[config.mk]
export PLATFORM = sky130hd
export DESIGN_NAME = hsps_ctrl
export DESIGN_NICKNAME = d
export VERILOG_FILES = /design/src/hsps_pkg.sv /design/src/hsps_ctrl.sv
export SDC_FILE = /design/constraint.sdc
export NUM_CORES = 1
export LEC_CHECK = 0
export BUFFER_PORTS_ARGS = -buffer_cell sky130_fd_sc_hd__buf_2
export CAP_MARGIN = 20
export CORE_AREA = 10 10 47 49
export CTS_CLUSTER_DIAMETER = 60
export DETAILED_ROUTE_END_ITERATION = 8
export DIE_AREA = 0 0 57 59
export SYNTH_ARGS = -nofsm -noshare
export SYNTH_HDL_FRONTEND = slang
export SYNTH_SLANG_ARGS = --single-unit
[constraint.sdc]
create_clock -name clk_i -period 1.55 [get_ports clk_i]
set_input_delay 0.2325 -clock clk_i [delete_from_list [all_inputs] [get_ports clk_i]]
set_output_delay 0.2325 -clock clk_i [all_outputs]
set_load 0.03 [all_outputs]
[src/hsps_pkg.sv]
// Shared constants, codes and control types of the hot slice pin selector.
package hsps_pkg;

  localparam int unsigned Entries = 256;
  localparam int unsigned IdxW    = $clog2(Entries);
  localparam int unsigned ScanW   = IdxW + 1;
  localparam int unsigned CmdW    = 3;
  localparam int unsigned CntW    = 32;
  localparam int unsigned SizeW   = 16;
  localparam int unsigned TotW    = 24;
  localparam int unsigned NumW    = 9;
  localparam int unsigned WarmW   = 16;
  localparam int unsigned StW     = 2;
  localparam int unsigned ScoreW  = CntW + 1;
  localparam int unsigned CfgIdxW = 1;

  localparam logic [CmdW-1:0] CMD_TRACK = 3'd0;
  localparam logic [CmdW-1:0] CMD_DECAY = 3'd1;
  localparam logic [CmdW-1:0] CMD_REBAL = 3'd2;
  localparam logic [CmdW-1:0] CMD_READ  = 3'd3;
  localparam logic [CmdW-1:0] CMD_DROP  = 3'd4;

  localparam logic [StW-1:0] ST_OK    = 2'd0;
  localparam logic [StW-1:0] ST_NOREG = 2'd1;
  localparam logic [StW-1:0] ST_SKIP  = 2'd2;

  localparam logic [CfgIdxW-1:0] REG_BUDGET = 1'd0;
  localparam logic [CfgIdxW-1:0] REG_WARMUP = 1'd1;

  typedef struct packed {
    logic start;
    logic exec;
    logic decay;
    logic rb_scan;
    logic rb_pick;
    logic rb_apply;
    logic fin;
  } hsps_ctl_t;

  typedef struct packed {
    logic out_free;
    logic idx_last;
    logic found;
    logic rb_skip;
  } hsps_sts_t;

endpackage

[src/hsps_ctrl.sv]
// Controller state machine that sequences commands, table walks and result delivery.
module hsps_ctrl import hsps_pkg::*; (
  input  logic            clk_i,
  input  logic            rst_ni,
  input  logic            in_valid_i,
  input  logic [CmdW-1:0] in_cmd_i,
  output logic            in_ready_o,
  input  hsps_sts_t       sts_i,
  output hsps_ctl_t       ctl_o
);

  typedef enum logic [2:0] {
    S_IDLE, S_EXEC, S_DEC, S_RB_SCAN, S_RB_PICK, S_RB_APPLY, S_FIN
  } state_e;

  state_e state_q, state_d;

  always_comb begin
    state_d    = state_q;
    ctl_o      = '0;
    in_ready_o = 1'b0;
    unique case (state_q)
      S_IDLE: begin
        in_ready_o = 1'b1;
        if (in_valid_i) begin
          ctl_o.start = 1'b1;
          if (in_cmd_i == CMD_DECAY) begin
            state_d = S_DEC;
          end else if (in_cmd_i == CMD_REBAL && !sts_i.rb_skip) begin
            state_d = S_RB_SCAN;
          end else begin
            state_d = S_EXEC;
          end
        end
      end
      S_EXEC: begin
        if (sts_i.out_free) begin
          ctl_o.exec = 1'b1;
          state_d    = S_IDLE;
        end
      end
      S_DEC: begin
        ctl_o.decay = 1'b1;
        if (sts_i.idx_last) state_d = S_FIN;
      end
      S_RB_SCAN: begin
        ctl_o.rb_scan = 1'b1;
        if (sts_i.idx_last) state_d = S_RB_PICK;
      end
      S_RB_PICK: begin
        ctl_o.rb_pick = 1'b1;
        state_d = sts_i.found ? S_RB_SCAN : S_RB_APPLY;
      end
      S_RB_APPLY: begin
        ctl_o.rb_apply = 1'b1;
        if (sts_i.idx_last) state_d = S_FIN;
      end
      S_FIN: begin
        if (sts_i.out_free) begin
          ctl_o.fin = 1'b1;
          state_d   = S_IDLE;
        end
      end
      default: state_d = S_IDLE;
    endcase
  end

  always_ff @(posedge clk_i or negedge rst_ni) begin
    if (!rst_ni) begin
      state_q <= S_IDLE;
    end else begin
      state_q <= state_d;
    end
  end

endmodule

==> run summary <==
Biggest register: state_q
CTS tree: built
Max FFs per register: 3
Layout cells sized above 1: 0.561
Slew @ Worst Pin: 0.265 ns
Fmax: 681 MHz
Most common flop cell mapped by yosys: dfrtp_1
Yosys Warn Count: 0
Die W: 57 um
Via count: 396
WS Path Type: flip-flop to output pin
HP Class: primary input to async pin
Crit path DAT: 1.24 ns
HPWL Detailed: 724 um
Core Rows: 14
Starting Density: 0.221
Number of diodes: 0
Number of routed nets with antenna violations: 0
Port Buffers: 17
GRT Util Overall: 0.0550
# DRC: 0
DRT iter0 DRCs: 3
Max-slew headroom: 0.823
Setup Total Neg Slack: 0 ns
Biggest regs: state_q x3
Max-cap violations: 0
Fin. Hold Viols: 0
Clk slew on worst S/H paths: 0.04 ns
Maximum number of pins on one net before global-route repair: 15
Unrepaired setup endpoints after global routing: false
Skew-Pair Late Insertion Delay: 0.23 ns
PwrDens: 1920 mW/mm2
Clk buf depth: 2
Max VDD drop: 0.000424 V
Seq cells post-synth: 3
Fin crit period: 1.47 ns
Final wirelength: 1070 um
Status: complete, no violations
Fin area: 517 um2
Layout area overhead: 66.5%
Fin worst setup slack: 0.0809 ns
Initial antenna violation count: 0
Remaining global-route overflow: 0
Worst-path cell chain: inv_1 -> and3_1 -> buf_2
Critical-path top delay cell: dfrtp_2
Placed cell area: 439 um2
Critical Path Start Type: flip-flop
CP Data Required Time: 1.32 ns
Die ar.: 0.00336 mm2
Vias in the first global route: 327
Pins Over Slew Limit: 0
Biggest area consumer among synthesized cells: dfrtp_1
Synth unique cells: 21
Cells after Synth: 40
Routability cong.: 0.683
Area share of the largest cell type after synthesis: 0.242
Slowest stage delay, CP: 0.48 ns
Num CTS Buffers: 3
H-tree levels: 1
Global-route wire length before repair: 1480 um
Sequential element share of the synthesized area: 0.242
Clock sink count: 3
Final setup skew: 0.00201 ns
Crit path buf inv count: 2
Post-Syn Nets: 50
Synthesized area: 310 um2
Final period util: 0.948
Crit Path Max Fanout: 11
Crit path max-delay family: flip-flops
Core area: 0.00140 mm2
Die H: 59 um
Final Setup Violations: 0
First-pass detailed-route iteration total: 2
Clock root buffer: clkbuf_4
Post-synth EDFFs: 0
Critical Path Sink Type: output pin
Synth area leaders: dfrtp_1 (24%), mux2i_1 (9.7%), nor3b_1 (7.3%), nor3_1 (6.5%), a21oi_1 (4.8%)
DP Worst Slack: 0.198 ns
WL/cell: 13.0 um
Boundary Pins: 18
Final net count: 77
Total power: 994 uW
P_leak: 0.246 nW
Syn avg cell area: 7.76 um2
Async set-reset flop share out of synthesis: 1.00
DR vias/cell: 4.83
-- kinds of logic (layout without fill, tap and decap cells) --
family	after synthesis	after routing	share of synthesized area
DFF	3	3	0.242
AOI/OAI and AO/OA	10	10	0.226
muxes	3	3	0.0968
and+or+nand+nor	19	19	0.371
buffers and inverters	5	31	0.0645
-- metrics by stage --
| step | std cells | hold WS, ns | utilization |
|---|---|---|---|
| after global routing | 82 | 0.324 | 0.369 |
| after detailed placement | 72 | 0.0317 | 0.313 |
| after CTS | 77 | 0.320 | 0.342 |
| after floorplan | 40 | -0.0631 | - |
| final | 82 | 0.323 | 0.369 |
| after global placement | 72 | 0.0306 | 0.313 |
-- cell type report --
type	instances	area, um2
Clock buffer	4	26.3
Fill cell	163	885
Inverter	2	7.51
Multi-Input combinational cell	32	236
Sequential cell	3	78.8
Tap cell	16	20.0
Timing Repair Buffer	25	148
-- power by group --
group          switching (mW)  total (mW)  internal [mW]
clock                  0.0406       0.137         0.0965
combinational           0.365       0.646          0.281
sequential             0.0883       0.211          0.123
total                   0.494       0.994          0.500
-- repair_timing --
action,4_1_cts,5_1_grt
endpoints found under the hold margin,3,0
setup endpoints to repair,5,3
gates resized for setup,3,1
setup buffers,0,5
hold buffers,1,0
-- Yosys cell counts (all sizes together), types with 2 or more instances --
library cell and number:
nor3 4, a21oi 3, dfrtp 3, mux2i 3, nand2 3, nor3b 3, o21ai 3, and3 2
clkbuf 2, inv 2, nor2 2, or3b 2
-- layer usage --
layer  vias to the layer above  track usage  wire length, um
li1                        198            -                -
met1                       184       0.0515              409
met2                        12       0.0884              559
met3                         2       0.0322               76
met4                         0       0.0403               19
met5                         -            0                0
-- cells in the final DEF (no fill, tap or decap), types with 2 or more instances in the layout --
master | synthesis | routed
a21oi_1 | 3 | 3
and3_1 | 2 | 2
buf_2 | 1 | 17
buf_4 | 0 | 6
clkbuf_4 | 0 | 4
dfrtp_2 | 0 | 3
inv_1 | 2 | 2
mux2i_1 | 3 | 3
nand2_1 | 3 | 3
nor2_1 | 2 | 2
nor3_1 | 4 | 2
nor3_2 | 0 | 2
nor3b_1 | 3 | 2
o21ai_0 | 3 | 3
-- final timing paths --
path	from	endpoint	slack (ns)	depth (start not counted)
worst min-delay path	rst_ni	state_q[1]	0.32	2
min in group clk_i	sts_i[2]	state_q[2]	0.37	3
max in group asynchronous	rst_ni	state_q[0]	1.11	2
worst min register to register	state_q[2]	state_q[2]	0.69	2
worst max-delay path	state_q[2]	ctl_o[3]	0.08	3
worst max register to register	state_q[1]	state_q[1]	0.17	4
Power figures use the tool's default switching activity.
